**config.mk**
```make
export PLATFORM = sky130hd
export DESIGN_NAME = percent_decoder_utf8_check_unit
export DESIGN_NICKNAME = d
export VERILOG_FILES = /design/src/rtl/core/pdu8_pkg.sv /design/src/rtl/core/pdu8_escape_decoder.sv /design/src/rtl/core/pdu8_utf8_checker.sv /design/src/rtl/core/percent_decoder_utf8_check_unit.sv
export VERILOG_INCLUDE_DIRS = /design/src /design/src/rtl/core
export SDC_FILE = /design/constraint.sdc
export NUM_CORES = 1
export LEC_CHECK = 0
export BUFFER_PORTS_ARGS = -buffer_cell sky130_fd_sc_hd__buf_2
export CAP_MARGIN = 10
export CORE_MARGIN = 1
export CORE_UTILIZATION = 64
export CTS_CLUSTER_DIAMETER = 200
export DETAILED_ROUTE_END_ITERATION = 6
export PLACE_DENSITY = 0.87
export SYNTH_ARGS = -nofsm -noshare
export SYNTH_HDL_FRONTEND = slang
export SYNTH_SLANG_ARGS = --single-unit
```
**constraint.sdc**
```tcl
create_clock -name clock -period 13.7 [get_ports clock]
set_clock_uncertainty 0.2 [all_clocks]
set_input_delay 1.37 -clock clock [delete_from_list [all_inputs] [get_ports clock]]
set_output_delay 1.37 -clock clock [all_outputs]
set_load 0.01 [all_outputs]
```
**src/rtl/core/percent_decoder_utf8_check_unit_macros.svh**
```systemverilog
// Assertion helpers used by the top-level RTL unit.
`ifndef PERCENT_DECODER_UTF8_CHECK_UNIT_MACROS_SVH
`define PERCENT_DECODER_UTF8_CHECK_UNIT_MACROS_SVH

`ifndef ASSERT_OFF
`define PDU8_ASSERT(lbl, clk, rst, prop) \
   lbl: assert property (@(posedge clk) disable iff (rst) (prop)) \
      else $error("assertion failed");
`define PDU8_NEVER(lbl, clk, rst, prop) \
   lbl: assert property (@(posedge clk) disable iff (rst) !(prop)) \
      else $error("forbidden condition seen");
`else
`define PDU8_ASSERT(lbl, clk, rst, prop)
`define PDU8_NEVER(lbl, clk, rst, prop)
`endif

`endif

```
**src/rtl/core/pdu8_pkg.sv**
```systemverilog
`default_nettype none

package pdu8_pkg;

   localparam logic [1:0] ST_OK     = 2'd0;
   localparam logic [1:0] ST_ESCAPE = 2'd1;
   localparam logic [1:0] ST_UTF8   = 2'd2;

   localparam int unsigned RES_OFFSET_WIDTH = 32;

   typedef struct packed {
      logic [7:0] in_byte;
      logic       in_last;
   } req_payload_type;

   typedef struct packed {
      logic [7:0]                  out_byte;
      logic                        byte_valid;
      logic                        done_res;
      logic [1:0]                  status;
      logic [RES_OFFSET_WIDTH-1:0] error_offset;
   } rsp_payload_type;

   typedef struct packed {
      logic                        emit;
      logic [7:0]                  dec_byte;
      logic                        err;
      logic [RES_OFFSET_WIDTH-1:0] err_offset;
   } esc_result_type;

   typedef struct packed {
      logic                        bad;
      logic [RES_OFFSET_WIDTH-1:0] err_offset;
   } utf8_result_type;

endpackage

`default_nettype wire

```
**src/rtl/core/pdu8_escape_decoder.sv**
```systemverilog
`default_nettype none

module pdu8_escape_decoder
   import pdu8_pkg::*;
#(
   parameter int OFFSET_WIDTH = 32
) (
   input  wire logic           clock,
   input  wire logic           reset,
   input  wire logic           step,
   input  wire logic [7:0]     in_byte,
   input  wire logic           in_last,
   output esc_result_type      result
);

   localparam logic [1:0] ESC_IDLE = 2'd0;
   localparam logic [1:0] ESC_HIGH = 2'd1;
   localparam logic [1:0] ESC_LOW  = 2'd2;
   localparam logic [7:0] CHAR_PERCENT = 8'h25;

   logic [1:0]              phase_ff, phase_in;
   logic [3:0]              nibble_ff, nibble_in;
   logic [OFFSET_WIDTH-1:0] start_ff, start_in;
   logic [OFFSET_WIDTH-1:0] count_ff, count_in;
   logic                    err_ff, err_in;
   logic [OFFSET_WIDTH-1:0] err_off_ff, err_off_in;
   logic                    hex_ok;
   logic [3:0]              hex_val;
   logic                    emit;
   logic [7:0]              dec_byte;
   logic                    err_final;
   logic [OFFSET_WIDTH-1:0] off_final;

   // {valid, value}
   function automatic logic [4:0] hex_decode(input logic [7:0] c);
      logic [4:0] r;
      r = 5'd0;
      if (c >= 8'h30 && c <= 8'h39) begin
         r = {1'b1, 4'(c - 8'h30)};
      end else if (c >= 8'h61 && c <= 8'h66) begin
         r = {1'b1, 4'(c - 8'h57)};
      end else if (c >= 8'h41 && c <= 8'h46) begin
         r = {1'b1, 4'(c - 8'h37)};
      end
      return r;
   endfunction

   assign {hex_ok, hex_val} = hex_decode(in_byte);

   always_comb begin
      phase_in   = phase_ff;
      nibble_in  = nibble_ff;
      start_in   = start_ff;
      err_in     = err_ff;
      err_off_in = err_off_ff;
      emit       = 1'b0;
      dec_byte   = 8'd0;
      count_in   = (count_ff == '1) ? count_ff : count_ff + 1'b1;
      if (!err_ff) begin
         unique case (phase_ff)
            ESC_IDLE: begin
               if (in_byte == CHAR_PERCENT) begin
                  phase_in = ESC_HIGH;
                  start_in = count_ff;
               end else begin
                  emit     = 1'b1;
                  dec_byte = in_byte;
               end
            end
            ESC_HIGH: begin
               if (!hex_ok) begin
                  err_in     = 1'b1;
                  err_off_in = start_ff;
                  phase_in   = ESC_IDLE;
               end else begin
                  nibble_in = hex_val;
                  phase_in  = ESC_LOW;
               end
            end
            ESC_LOW: begin
               if (!hex_ok) begin
                  err_in     = 1'b1;
                  err_off_in = start_ff;
               end else begin
                  emit     = 1'b1;
                  dec_byte = {nibble_ff, hex_val};
               end
               phase_in = ESC_IDLE;
            end
            default: begin
               phase_in = ESC_IDLE;
            end
         endcase
      end
      // an escape left open by the end of the stream counts as malformed
      err_final = err_in || (phase_in != ESC_IDLE);
      off_final = err_in ? err_off_in : start_in;
   end

   always_comb begin
      result.emit       = emit;
      result.dec_byte   = dec_byte;
      result.err        = in_last && err_final;
      result.err_offset = (in_last && err_final) ? RES_OFFSET_WIDTH'(off_final)
                                                 : '0;
   end

   always_ff @(posedge clock) begin
      if (reset || (step && in_last)) begin
         phase_ff   <= ESC_IDLE;
         nibble_ff  <= '0;
         start_ff   <= '0;
         count_ff   <= '0;
         err_ff     <= 1'b0;
         err_off_ff <= '0;
      end else if (step) begin
         phase_ff   <= phase_in;
         nibble_ff  <= nibble_in;
         start_ff   <= start_in;
         count_ff   <= count_in;
         err_ff     <= err_in;
         err_off_ff <= err_off_in;
      end
   end

endmodule

`default_nettype wire

```
**src/rtl/core/pdu8_utf8_checker.sv**
```systemverilog
`default_nettype none

module pdu8_utf8_checker
   import pdu8_pkg::*;
#(
   parameter int OFFSET_WIDTH = 32
) (
   input  wire logic        clock,
   input  wire logic        reset,
   input  wire logic        step,
   input  wire logic        emit,
   input  wire logic        check_en,
   input  wire logic [7:0]  dec_byte,
   input  wire logic        in_last,
   output utf8_result_type  result
);

   localparam logic [1:0] UTF_OK      = 2'd0;
   localparam logic [1:0] UTF_PENDING = 2'd1;
   localparam logic [1:0] UTF_FINAL   = 2'd2;
   localparam logic [7:0] CONT_LO     = 8'h80;
   localparam logic [7:0] CONT_HI     = 8'hBF;

   logic [OFFSET_WIDTH-1:0] dcount_ff, dcount_in;
   logic [1:0]              cont_ff, cont_in;
   logic [7:0]              lo_ff, lo_in;
   logic [7:0]              hi_ff, hi_in;
   logic [OFFSET_WIDTH-1:0] lead_ff, lead_in;
   logic [1:0]              state_ff, state_in;
   logic [OFFSET_WIDTH-1:0] err_off_ff, err_off_in;

   always_comb begin
      cont_in    = cont_ff;
      lo_in      = lo_ff;
      hi_in      = hi_ff;
      lead_in    = lead_ff;
      state_in   = state_ff;
      err_off_in = err_off_ff;
      dcount_in  = dcount_ff;
      if (emit) begin
         dcount_in = (dcount_ff == '1) ? dcount_ff : dcount_ff + 1'b1;
      end
      if (emit && check_en) begin
         unique case (state_ff)
            UTF_FINAL: begin
            end
            UTF_PENDING: begin
               // bad continuation seen: run out the sequence before settling
               if (cont_ff != 2'd0) begin
                  cont_in = cont_ff - 2'd1;
               end
               if (cont_in == 2'd0) begin
                  state_in = UTF_FINAL;
               end
            end
            UTF_OK: begin
               if (cont_ff != 2'd0) begin
                  if (dec_byte < lo_ff || dec_byte > hi_ff) begin
                     state_in   = UTF_PENDING;
                     err_off_in = dcount_ff;
                  end
                  lo_in   = CONT_LO;
                  hi_in   = CONT_HI;
                  cont_in = cont_ff - 2'd1;
                  if (state_in == UTF_PENDING && cont_in == 2'd0) begin
                     state_in = UTF_FINAL;
                  end
               end else if (dec_byte >= 8'h80) begin
                  lo_in = CONT_LO;
                  hi_in = CONT_HI;
                  if (dec_byte >= 8'hC2 && dec_byte <= 8'hDF) begin
                     cont_in = 2'd1;
                     lead_in = dcount_ff;
                  end else if (dec_byte >= 8'hE0 && dec_byte <= 8'hEF) begin
                     cont_in = 2'd2;
                     lead_in = dcount_ff;
                     if (dec_byte == 8'hE0) lo_in = 8'hA0;
                     if (dec_byte == 8'hED) hi_in = 8'h9F;
                  end else if (dec_byte >= 8'hF0 && dec_byte <= 8'hF4) begin
                     cont_in = 2'd3;
                     lead_in = dcount_ff;
                     if (dec_byte == 8'hF0) lo_in = 8'h90;
                     if (dec_byte == 8'hF4) hi_in = 8'h8F;
                  end else begin
                     state_in   = UTF_FINAL;
                     err_off_in = dcount_ff;
                  end
               end
            end
            default: begin
               state_in = UTF_FINAL;
            end
         endcase
      end
   end

   always_comb begin
      result.bad        = (state_in != UTF_OK) || (cont_in != 2'd0);
      result.err_offset = (state_in == UTF_FINAL) ? RES_OFFSET_WIDTH'(err_off_in)
                                                  : RES_OFFSET_WIDTH'(lead_in);
   end

   always_ff @(posedge clock) begin
      if (reset || (step && in_last)) begin
         dcount_ff  <= '0;
         cont_ff    <= 2'd0;
         lo_ff      <= CONT_LO;
         hi_ff      <= CONT_HI;
         lead_ff    <= '0;
         state_ff   <= UTF_OK;
         err_off_ff <= '0;
      end else if (step) begin
         dcount_ff  <= dcount_in;
         cont_ff    <= cont_in;
         lo_ff      <= lo_in;
         hi_ff      <= hi_in;
         lead_ff    <= lead_in;
         state_ff   <= state_in;
         err_off_ff <= err_off_in;
      end
   end

endmodule

`default_nettype wire

```
**src/rtl/core/percent_decoder_utf8_check_unit.sv**
```systemverilog
// Items pass an input and an output register; a full output that is not taken
// stalls both. Else one item per cycle; escape/UTF-8 state updates once per item.
// Items that neither decode a byte nor end the stream give no result.
// Reset (synchronous, active high): both stages empty, stream state cleared,
// check_utf8 set to 1.
`default_nettype none
`include "percent_decoder_utf8_check_unit_macros.svh"

module percent_decoder_utf8_check_unit
   import pdu8_pkg::*;
#(
   parameter int OFFSET_WIDTH = 32
) (
   input  wire logic            clock,
   input  wire logic            reset,
   input  wire logic            req_valid,
   output logic                 req_ready,
   input  wire req_payload_type req_payload,
   output logic                 rsp_valid,
   input  wire logic            rsp_ready,
   output rsp_payload_type      rsp_payload,
   input  wire logic            psel,
   input  wire logic            penable,
   input  wire logic            pwrite,
   input  wire logic [2:0]      paddr,
   input  wire logic [31:0]     pwdata,
   output logic [31:0]          prdata,
   output logic                 pready
);

   logic            in_valid_ff, in_valid_in;
   req_payload_type in_data_ff;
   logic            out_valid_ff, out_valid_in;
   rsp_payload_type out_data_ff, out_data_in;
   logic            check_ff;
   logic            advance;
   logic            produce;
   esc_result_type  esc;
   utf8_result_type utf;

   assign advance   = in_valid_ff && (!out_valid_ff || rsp_ready);
   assign req_ready = !in_valid_ff || advance;
   assign rsp_valid = out_valid_ff;
   assign rsp_payload = out_data_ff;
   assign pready    = 1'b1;
   assign prdata    = (paddr[2] == 1'b0) ? {31'd0, check_ff} : 32'd0;

   pdu8_escape_decoder #(
      .OFFSET_WIDTH(OFFSET_WIDTH)
   ) u_escape (
      .clock   (clock),
      .reset   (reset),
      .step    (advance),
      .in_byte (in_data_ff.in_byte),
      .in_last (in_data_ff.in_last),
      .result  (esc)
   );

   pdu8_utf8_checker #(
      .OFFSET_WIDTH(OFFSET_WIDTH)
   ) u_utf8 (
      .clock    (clock),
      .reset    (reset),
      .step     (advance),
      .emit     (esc.emit),
      .check_en (check_ff),
      .dec_byte (esc.dec_byte),
      .in_last  (in_data_ff.in_last),
      .result   (utf)
   );

   assign produce = esc.emit || in_data_ff.in_last;

   always_comb begin
      out_data_in.out_byte     = esc.emit ? esc.dec_byte : 8'd0;
      out_data_in.byte_valid   = esc.emit;
      out_data_in.done_res     = in_data_ff.in_last;
      out_data_in.status       = ST_OK;
      out_data_in.error_offset = '0;
      if (in_data_ff.in_last) begin
         if (esc.err) begin
            out_data_in.status       = ST_ESCAPE;
            out_data_in.error_offset = esc.err_offset;
         end else if (check_ff && utf.bad) begin
            out_data_in.status       = ST_UTF8;
            out_data_in.error_offset = utf.err_offset;
         end
      end
   end

   always_comb begin
      if (req_valid && req_ready) begin
         in_valid_in = 1'b1;
      end else if (advance) begin
         in_valid_in = 1'b0;
      end else begin
         in_valid_in = in_valid_ff;
      end
      if (advance && produce) begin
         out_valid_in = 1'b1;
      end else if (rsp_ready) begin
         out_valid_in = 1'b0;
      end else begin
         out_valid_in = out_valid_ff;
      end
   end

   always_ff @(posedge clock) begin
      if (reset) begin
         in_valid_ff  <= 1'b0;
         out_valid_ff <= 1'b0;
         check_ff     <= 1'b1;
      end else begin
         in_valid_ff  <= in_valid_in;
         out_valid_ff <= out_valid_in;
         if (psel && penable && pwrite && pready && paddr[2] == 1'b0) begin
            check_ff <= pwdata[0];
         end
      end
   end

   always_ff @(posedge clock) begin
      if (req_valid && req_ready) begin
         in_data_ff <= req_payload;
      end
      if (advance && produce) begin
         out_data_ff <= out_data_in;
      end
   end

   `PDU8_ASSERT(a_status_only_at_end, clock, reset, rsp_valid && rsp_payload.status != ST_OK |-> rsp_payload.done_res)
   `PDU8_NEVER(a_empty_result, clock, reset, rsp_valid && !rsp_payload.byte_valid && !rsp_payload.done_res)
   `PDU8_NEVER(a_bad_status_code, clock, reset, rsp_valid && rsp_payload.status == 2'd3)
   `PDU8_ASSERT(a_ok_has_no_offset, clock, reset, rsp_valid && rsp_payload.status == ST_OK |-> rsp_payload.error_offset == '0)

endmodule

`default_nettype wire

```
==> out/summary.txt, run 1 <==
FP Rows - 51
Hold Path Class - reg -> reg
Hold Buf Count CTS - 0
Syn Area/Cell - 8.35 um2
Ports - 130
type of the worst setup path - reg -> reg
ys async rst share - 0
gpl congestion - 0.924
Yosys reg bits - 263
critical path capture point type - flop
Total Power - 1.66 mW
RSZ-0062 raised after global routing - no
initial antenna violation count - 0
global-route wire length before repair - 54000 um
Logic pwr share - 0.083
FF-to-FF setup slack - 7280 ps
EDFF count, synth - 53
pin count of the biggest net entering global routing - 75
Req. time, crit path - 13760 ps
Placed Area - 12900 um2
hpwl dp - 20200 um
max_cap viols - 0
WHS Endpoint - u_escape.err_off_ff[5]
Post-synth top flop - dfxtp_1
overflow left after global routing - 0
Startpoint Class - flop
Warnings, synthesis - 0
Clk Latency, worst-skew pair - 540 ps
detailed-route via count - 11400
n_diodes - 0
share of cells above drive strength 1 - 0.119
H-tree depth - 1
number of global-route vias before repair - 10700
power per cell area - 120 nW/um2
CTS buffer count - 27
Die Wd - 143 um
setup TNS - 0 ps
vias per cell - 6.32
All-Layer GR Usage - 0.332
Post-Syn Area - 12700 um2
die area - 20500 um2
WHS Path Cells - 2
fmax - 0.156 GHz
synth unique cells - 71
Routed Antenna Nets - 0
status - finished, violations left
Core Area - 19500 um2
sw power - 0.408 mW
RR Endpoint - rsp_payload[2]
failing checks - design-rule violations
Longest Clk Path Bufs - 3
CTS resizes - 0
Switching Share - 0.246
final instance area - 13800 um2
# clock sinks - 263
static leakage - 4.49 nW
R2R Path Start - in_data_ff[1]
Worst VDD drop - 0.000111 V
critical path data arrival time - 6480 ps
Slew headroom - 0.177
Gate Count Post-Synth - 1525
I/O Buffers - 64
sequential group share of total power - 0.488
Worst-Margin Slew - 1230 ps
Routed WL - 33400 um
die height - 143 um
Final Max Slew Viols - 0
register area share after synthesis - 0.455
Final #Nets - 1575
setup repair bufs after CTS - 0
Int Power - 1.25 mW
Clk pin slew, worst setup/hold paths - 60 ps
Clk network pwr share - 0.429
Final Cycle Share - 0.469
Iter 0 DRT Violations - 1210
setup violators final - 0
R2R depth - 17
Clock Tree Root - clkbuf_16
cell total after placement - 1749
fillcell total - 1493
min Tclk post-route - 6420 ps
CTS tree - done
worst hold path startpoint - u_escape.err_off_ff[5]
area delta synth->final - 8.38%
final std cells w/o fill - 1799
TritonRoute pass-1 iters - 7
Worst Path Max Fanout - 35
WL/cell - 18.6 um
final hold violations - 0
DRC - 1
starting density of the core - 0.654
logic make-up after synthesis:
kind of cell | synth area share
AO/OA/AOI/OAI | 0.225
XOR/XNOR | 0.0323
adder cells (fa/ha/maj) | 0.0108
buffers and inverters | 0.0677
flip-flops | 0.455
multiplexers | 0.00315
other | 0.000590
AND/OR/NAND/NOR | 0.205
flip-flops by register name, summed over array words and instances, names as in the netlist, 2 cells and up:
signal	count
u_utf8.state_ff	2
rsp_payload	44
u_escape.phase_ff	2
u_utf8.hi_ff	2
u_utf8.lo_ff	2
u_utf8.err_off_ff	32
u_escape.start_ff	32
u_utf8.cont_ff	2
u_escape.nibble_ff	4
u_utf8.lead_ff	32
in_data_ff	9
u_escape.count_ff	32
u_utf8.dcount_ff	32
u_escape.err_off_ff	32
metrics by stage:
stage               hold slack (ps)  worst slack [ps]   util
finish                          257              7280  0.709
global route                    273              6970  0.709
CTS                             255              7450  0.709
detailed placement              246              7470  0.664
global placement                242              7510  0.664
floorplan                       236              9030      -
routing by layer:
metal / global-route usage / wire, um / vias to the layer above
li1: - / - / 5307
met1: 0.439 / 13800 / 5390
met2: 0.545 / 15700 / 571
met3: 0.0496 / 2830 / 97
met4: 0.136 / 991 / 0
met5: 0 / 0 / -
cells in the mapped netlist (3+ instances only):
master / n / share of area
xnor2_1: 24 / 0.017
a21o_1: 3 / 0.0018
a22oi_1: 3 / 0.0018
nor2_1: 150 / 0.044
dfxtp_1: 210 / 0.33
nor4_1: 5 / 0.0025
o32ai_1: 33 / 0.023
or3_1: 22 / 0.011
or4_1: 4 / 0.0024
nand2b_1: 8 / 0.0039
and2_1: 9 / 0.0044
nand4_1: 13 / 0.0064
nand3_1: 35 / 0.014
a31oi_1: 7 / 0.0034
o21ai_0: 56 / 0.022
mux2i_1: 4 / 0.0031
a21oi_1: 171 / 0.067
nor2b_1: 8 / 0.0039
a211oi_1: 12 / 0.0071
ha_1: 11 / 0.011
o22ai_1: 35 / 0.017
clkbuf_1: 95 / 0.028
and3_1: 9 / 0.0044
buf_2: 14 / 0.0055
or2_2: 4 / 0.0020
buf_6: 6 / 0.0053
xor2_1: 23 / 0.016
o221ai_1: 32 / 0.022
buf_1: 3 / 0.00088
o211ai_1: 3 / 0.0018
a211oi_2: 30 / 0.029
nor3_1: 12 / 0.0047
nand2_1: 303 / 0.089
edfxtp_1: 53 / 0.13
inv_1: 26 / 0.0077
and4_1: 7 / 0.0048
o31ai_1: 4 / 0.0024
buf_4: 34 / 0.020
placed cells by master, fill, tap and decap left out, types with 5 or more instances in the layout:
master / count
and2_1: 9
nor2b_1: 8
and4_1: 7
a31oi_1: 6
edfxtp_1: 53
xnor2_1: 24
o21ai_0: 56
and3_1: 9
clkbuf_8: 5
nand2b_1: 7
xor2_1: 23
clkbuf_16: 27
buf_4: 17
nor3_1: 11
nand2_1: 302
inv_1: 26
o221ai_1: 32
dfxtp_1: 210
nand3_1: 34
clkinv_2: 6
o22ai_1: 35
a211oi_2: 30
conb_1: 32
or3_1: 22
nand4_1: 13
ha_1: 11
clkbuf_1: 6
nor2_1: 147
a21oi_1: 171
a211oi_1: 12
buf_2: 64
o32ai_1: 33
worst max-delay path by stage:
stage | startpoint | slack [ps] | depth (start not counted) | endpoint
floorplan | in_data_ff[1] | 9030 | 18 | rsp_payload[10]
global placement | in_data_ff[1] | 7510 | 17 | rsp_payload[2]
detailed placement | in_data_ff[1] | 7470 | 17 | rsp_payload[0]
CTS | in_data_ff[1] | 7450 | 17 | rsp_payload[0]
global route | in_data_ff[1] | 6970 | 17 | rsp_payload[1]
finish | in_data_ff[1] | 7280 | 17 | rsp_payload[2]
final cells by class:
type,count,area (um2),share of cell area
flip-flops and latches,263,5800,0.420
clock buffers,38,767,0.0556
multi-input cells,1113,6260,0.454
clock inverters,12,91.3,0.00662
repair buffers,81,448,0.0325
well taps,265,332,0.0240
inverters,27,101,0.00735
worst max-delay path, cell delays in order, from the launching register on:
cell	delay, ps
edfxtp_1	510
inv_1	210
ha_1	210
or3b_1	430
and4_1	350
o21ai_0	340
a21oi_1	200
ha_1	360
nor2b_1	200
a211oi_1	80
or4_1	480
a221oi_1	350
a211oi_1	100
a41oi_2	170
buf_4	430
nand2b_2	1030
a211oi_2	170
o32ai_1	340
power groups by stage:
stage / clock network, mW / logic (mW) / registers (mW)
floorplan: 0 / 0.102 / 0.828
global placement: 0 / 0.133 / 0.826
detailed placement: 0 / 0.134 / 0.826
CTS: 0.715 / 0.135 / 0.809
global route: 0.745 / 0.148 / 0.810
finish: 0.711 / 0.137 / 0.809
Note: power is estimated with default switching activity, not from simulation.
==> run 2: changes to the inputs <==
--- a/config.mk
+++ b/config.mk
@@ -6,13 +6,14 @@
 export SDC_FILE = /design/constraint.sdc
 export NUM_CORES = 1
 export LEC_CHECK = 0
+export ABC_AREA = 1
 export BUFFER_PORTS_ARGS = -buffer_cell sky130_fd_sc_hd__buf_2
 export CAP_MARGIN = 10
 export CORE_MARGIN = 1
-export CORE_UTILIZATION = 64
+export CORE_UTILIZATION = 55
 export CTS_CLUSTER_DIAMETER = 200
 export DETAILED_ROUTE_END_ITERATION = 6
-export PLACE_DENSITY = 0.87
+export PLACE_DENSITY = 0.78
 export SYNTH_ARGS = -nofsm -noshare
 export SYNTH_HDL_FRONTEND = slang
 export SYNTH_SLANG_ARGS = --single-unit
==> constraint.sdc (replaced) <==
create_clock -name clock -period 5.4 [get_ports clock]
set_clock_uncertainty 0.2 [all_clocks]
set_input_delay 0.54 -clock clock [delete_from_list [all_inputs] [get_ports clock]]
set_output_delay 0.54 -clock clock [all_outputs]
set_load 0.01 [all_outputs]
==> out/summary.txt, run 2 <==
Core Area - 27000 um2 (+38%)
RR Endpoint - rsp_payload[1]
static leakage - 7.28 nW (+62%)
Post-Syn Area - 15100 um2 (+18%)
Longest Clk Path Bufs - 3 (unchanged)
min Tclk post-route - 4550 ps (-1870 ps)
CTS buffer count - 29 (+7.4%)
Multi-input gate area - 7500 um2 (+20%)
CTS tree - done
die height - 168 um (+17%)
Gate Count Post-Synth - 2244 (+47%)
power per cell area - 317 nW/um2 (+160%)
TritonRoute pass-1 iters - 7 (unchanged)
fmax - 0.220 GHz (+41%)
overflow left after global routing - 0 (unchanged)
WHS Endpoint - check_ff
FF-to-FF setup slack - 850 ps (-6430 ps)
Final Max Slew Viols - 0 (unchanged)
post-layout util - 0.606 (-0.103)
CTS resizes - 0 (unchanged)
Worst Path Buf+Inv - 4 (+2)
post-synthesis mux area share - 0 (-0.00315)
Worst VDD drop - 0.000254 V (+130%)
initial antenna violation count - 0 (unchanged)
Yosys reg bits - 263 (unchanged)
Die Wd - 168 um (+17%)
number of global-route vias before repair - 13500 (+26%)
register area share after synthesis - 0.384 (-0.0710)
Final #Nets - 2302 (+46%)
Post-Synth Simple-Gate Area - 0.278 (+0.0722)
ys async rst share - 0 (unchanged)
Ports - 130 (unchanged)
Largest register FFs - 44 (unchanged)
Routed WL - 39800 um (+19%)
DRC - 1 (unchanged)
Warnings, synthesis - 0 (unchanged)
vias per cell - 5.63 (-11%)
most common cell after layout, fill and taps aside - nand2_1
post-synthesis xor/xnor area fraction - 0.00232 (-0.0300)
CP top delay family - simple AND/OR/NAND/NOR gates
Req. time, crit path - 5570 ps (-8190 ps)
crit-path most repeated cell - nand2_1
global-route wire length before repair - 65500 um (+21%)
CP peak stage delay - 420 ps (-610 ps)
final hold violations - 0 (unchanged)
hpwl dp - 24600 um (+22%)
master of the slowest instance on the critical path - edfxtp_1
detailed-route via count - 14600 (+29%)
type of the worst setup path - reg -> reg
Final Cycle Share - 0.843 (+0.375)
# clock sinks - 263 (unchanged)
area delta synth->final - 8.22%
Clk Latency, worst-skew pair - 550 ps (about the same)
register area - 5800 um2 (unchanged)
Post-synth top flop - dfxtp_1
Worst-Margin Slew - 1240 ps (+9.79 ps)
Hold Path Class - in -> reg
H-tree depth - 1 (unchanged)
gpl congestion - 0.867 (-6.1%)
Clock Tree Root - clkbuf_16
final instance area - 16300 um2 (+18%)
Worst Path Max Fanout - 34 (-2.9%)
die area - 28100 um2 (+37%)
share of the synthesized area in the top cell type - 0.279 (-0.0515)
fillcell total - 2469 (+65%)
R2R depth - 26 (+9)
Synth Area in Adders - 0.00913 (-0.00169)
EDFF count, synth - 53 (unchanged)
failing checks - design-rule violations
Iter 0 DRT Violations - 1469 (+21%)
Synth area leaders - dfxtp_1 28%, nand2_1 12%, edfxtp_1 11%, a21oi_1 7.4%, inv_1 7.3%
count leader, synth - nand2_1
I/O Buffers - 64 (unchanged)
synth unique cells - 54 (-24%)
setup violators final - 0 (unchanged)
largest family of logic cells by synthesized area - simple AND/OR/NAND/NOR gates
n_diodes - 0 (unchanged)
starting density of the core - 0.560 (-0.0945)
All-Layer GR Usage - 0.279 (-0.0531)
max_cap viols - 0 (unchanged)
critical path capture point type - flop
Placed Area - 15300 um2 (+19%)
Slew headroom - 0.173 (-0.00387)
Clk pin slew, worst setup/hold paths - 60 ps (about the same)
WHS Path Cells - 3 (+1)
status - finished, violations left
worst hold path startpoint - pwdata[0]
critical path data arrival time - 4720 ps (-1760 ps)
top post-synthesis cells by count - 487 x nand2_1, 294 x inv_1, 234 x nor2_1
pin count of the biggest net entering global routing - 101 (+35%)
RSZ-0062 raised after global routing - no
R2R Path Start - in_data_ff[2]
FP Rows - 60 (+18%)
Startpoint Class - flop
setup TNS - 0 ps (unchanged)
Routed Antenna Nets - 0 (unchanged)
Compound-Gate Fraction of Synth Area - 0.199 (-0.0259)
WL/cell - 15.3 um (-18%)
post-synth top area cell - dfxtp_1
Syn Area/Cell - 6.72 um2 (-19%)
most frequent cells in the layout - 483 x nand2_1, 292 x inv_1, 233 x nor2_1, 223 x a21oi_1, 210 x dfxtp_1
share of cells above drive strength 1 - 0.0814 (-0.0379)
[run 2: logic make-up after synthesis]
| family | Yosys count |
|---|---|
| AO/OA/AOI/OAI | 532 |
| XOR/XNOR | 4 |
| adder cells (fa/ha/maj) | 11 |
| buffers and inverters | 459 |
| flip-flops | 263 |
| other | 2 |
| AND/OR/NAND/NOR | 973 |
[run 2: power breakdown]
part	internal, mW	switching (mW)	total [mW]
Sequential	2.13	0.0505	2.18
Clock	1.08	0.799	1.88
Combinational	0.308	0.804	1.11
Total	3.51	1.65	5.17
[run 2: worst reg2reg max path, cell delays in order (launching register included)]
cell      delay (ps)
edfxtp_1         420
inv_1            130
ha_1             180
inv_1             60
nor2_1           100
nand3_1          120
nand2_2          160
inv_2             70
nand2_1           60
nand2_1           90
nand2_1          120
inv_2             70
nand2_2           70
nor2_2            40
nand2_1          130
nand3_4          380
o21ai_1          260
nand2_1           80
nand2_1           90
nand2_2           70
nand2_4          370
nand2_4          400
nand2_1          160
nand2_1          130
nor2_1           200
nor2_1            70
nor2_1           150
[run 2: worst max-delay path by stage]
stage | from | end | depth (start not counted)
3_3_place_gp | in_data_ff[2] | rsp_payload[1] | 26
6_report | in_data_ff[2] | rsp_payload[1] | 26
4_1_cts | in_data_ff[2] | rsp_payload[1] | 26
2_1_floorplan | in_data_ff[1] | rsp_payload[8] | 26
3_5_place_dp | in_data_ff[2] | rsp_payload[1] | 26
5_1_grt | in_data_ff[2] | rsp_payload[1] | 26
[run 2: per-stage QoR]
| stage | hold slack, ps | setup WS (ps) | instances | power [mW] |
|---|---|---|---|---|
| 2_1_floorplan | 245 | 2020 | 2274 | 3.03 |
| 3_3_place_gp | 256 | 1000 | 2540 | 3.27 |
| 3_5_place_dp | 269 | 984 | 2540 | 3.29 |
| 4_1_cts | 26.5 | 906 | 2601 | 5.17 |
| 5_1_grt | 79.3 | 442 | 2601 | 5.38 |
| 6_report | 48.6 | 846 | 2601 | 5.17 |
[run 2: cell type report]
cell class | instances | share of cell area
clock buffer | 39 | 0.0492
clock inverter | 12 | 0.00521
tap | 341 | 0.0261
sequential | 263 | 0.355
multi-input combinational | 1552 | 0.460
inverter | 303 | 0.0701
timing repair buffer | 91 | 0.0343
[run 2: timing repair]
action	4_1_cts	5_1_grt
setup buffers	0	0
hold buffers	10	0
endpoints found under the hold margin	10	0
[run 2: layer usage]
metal / share of wire / vias up / track usage
li1: - / 7240 / -
met2: 0.45 / 598 / 0.461
met4: 0.038 / 0 / 0.122
met5: 0 / - / 0
met3: 0.062 / 94 / 0.0281
met1: 0.45 / 6700 / 0.372
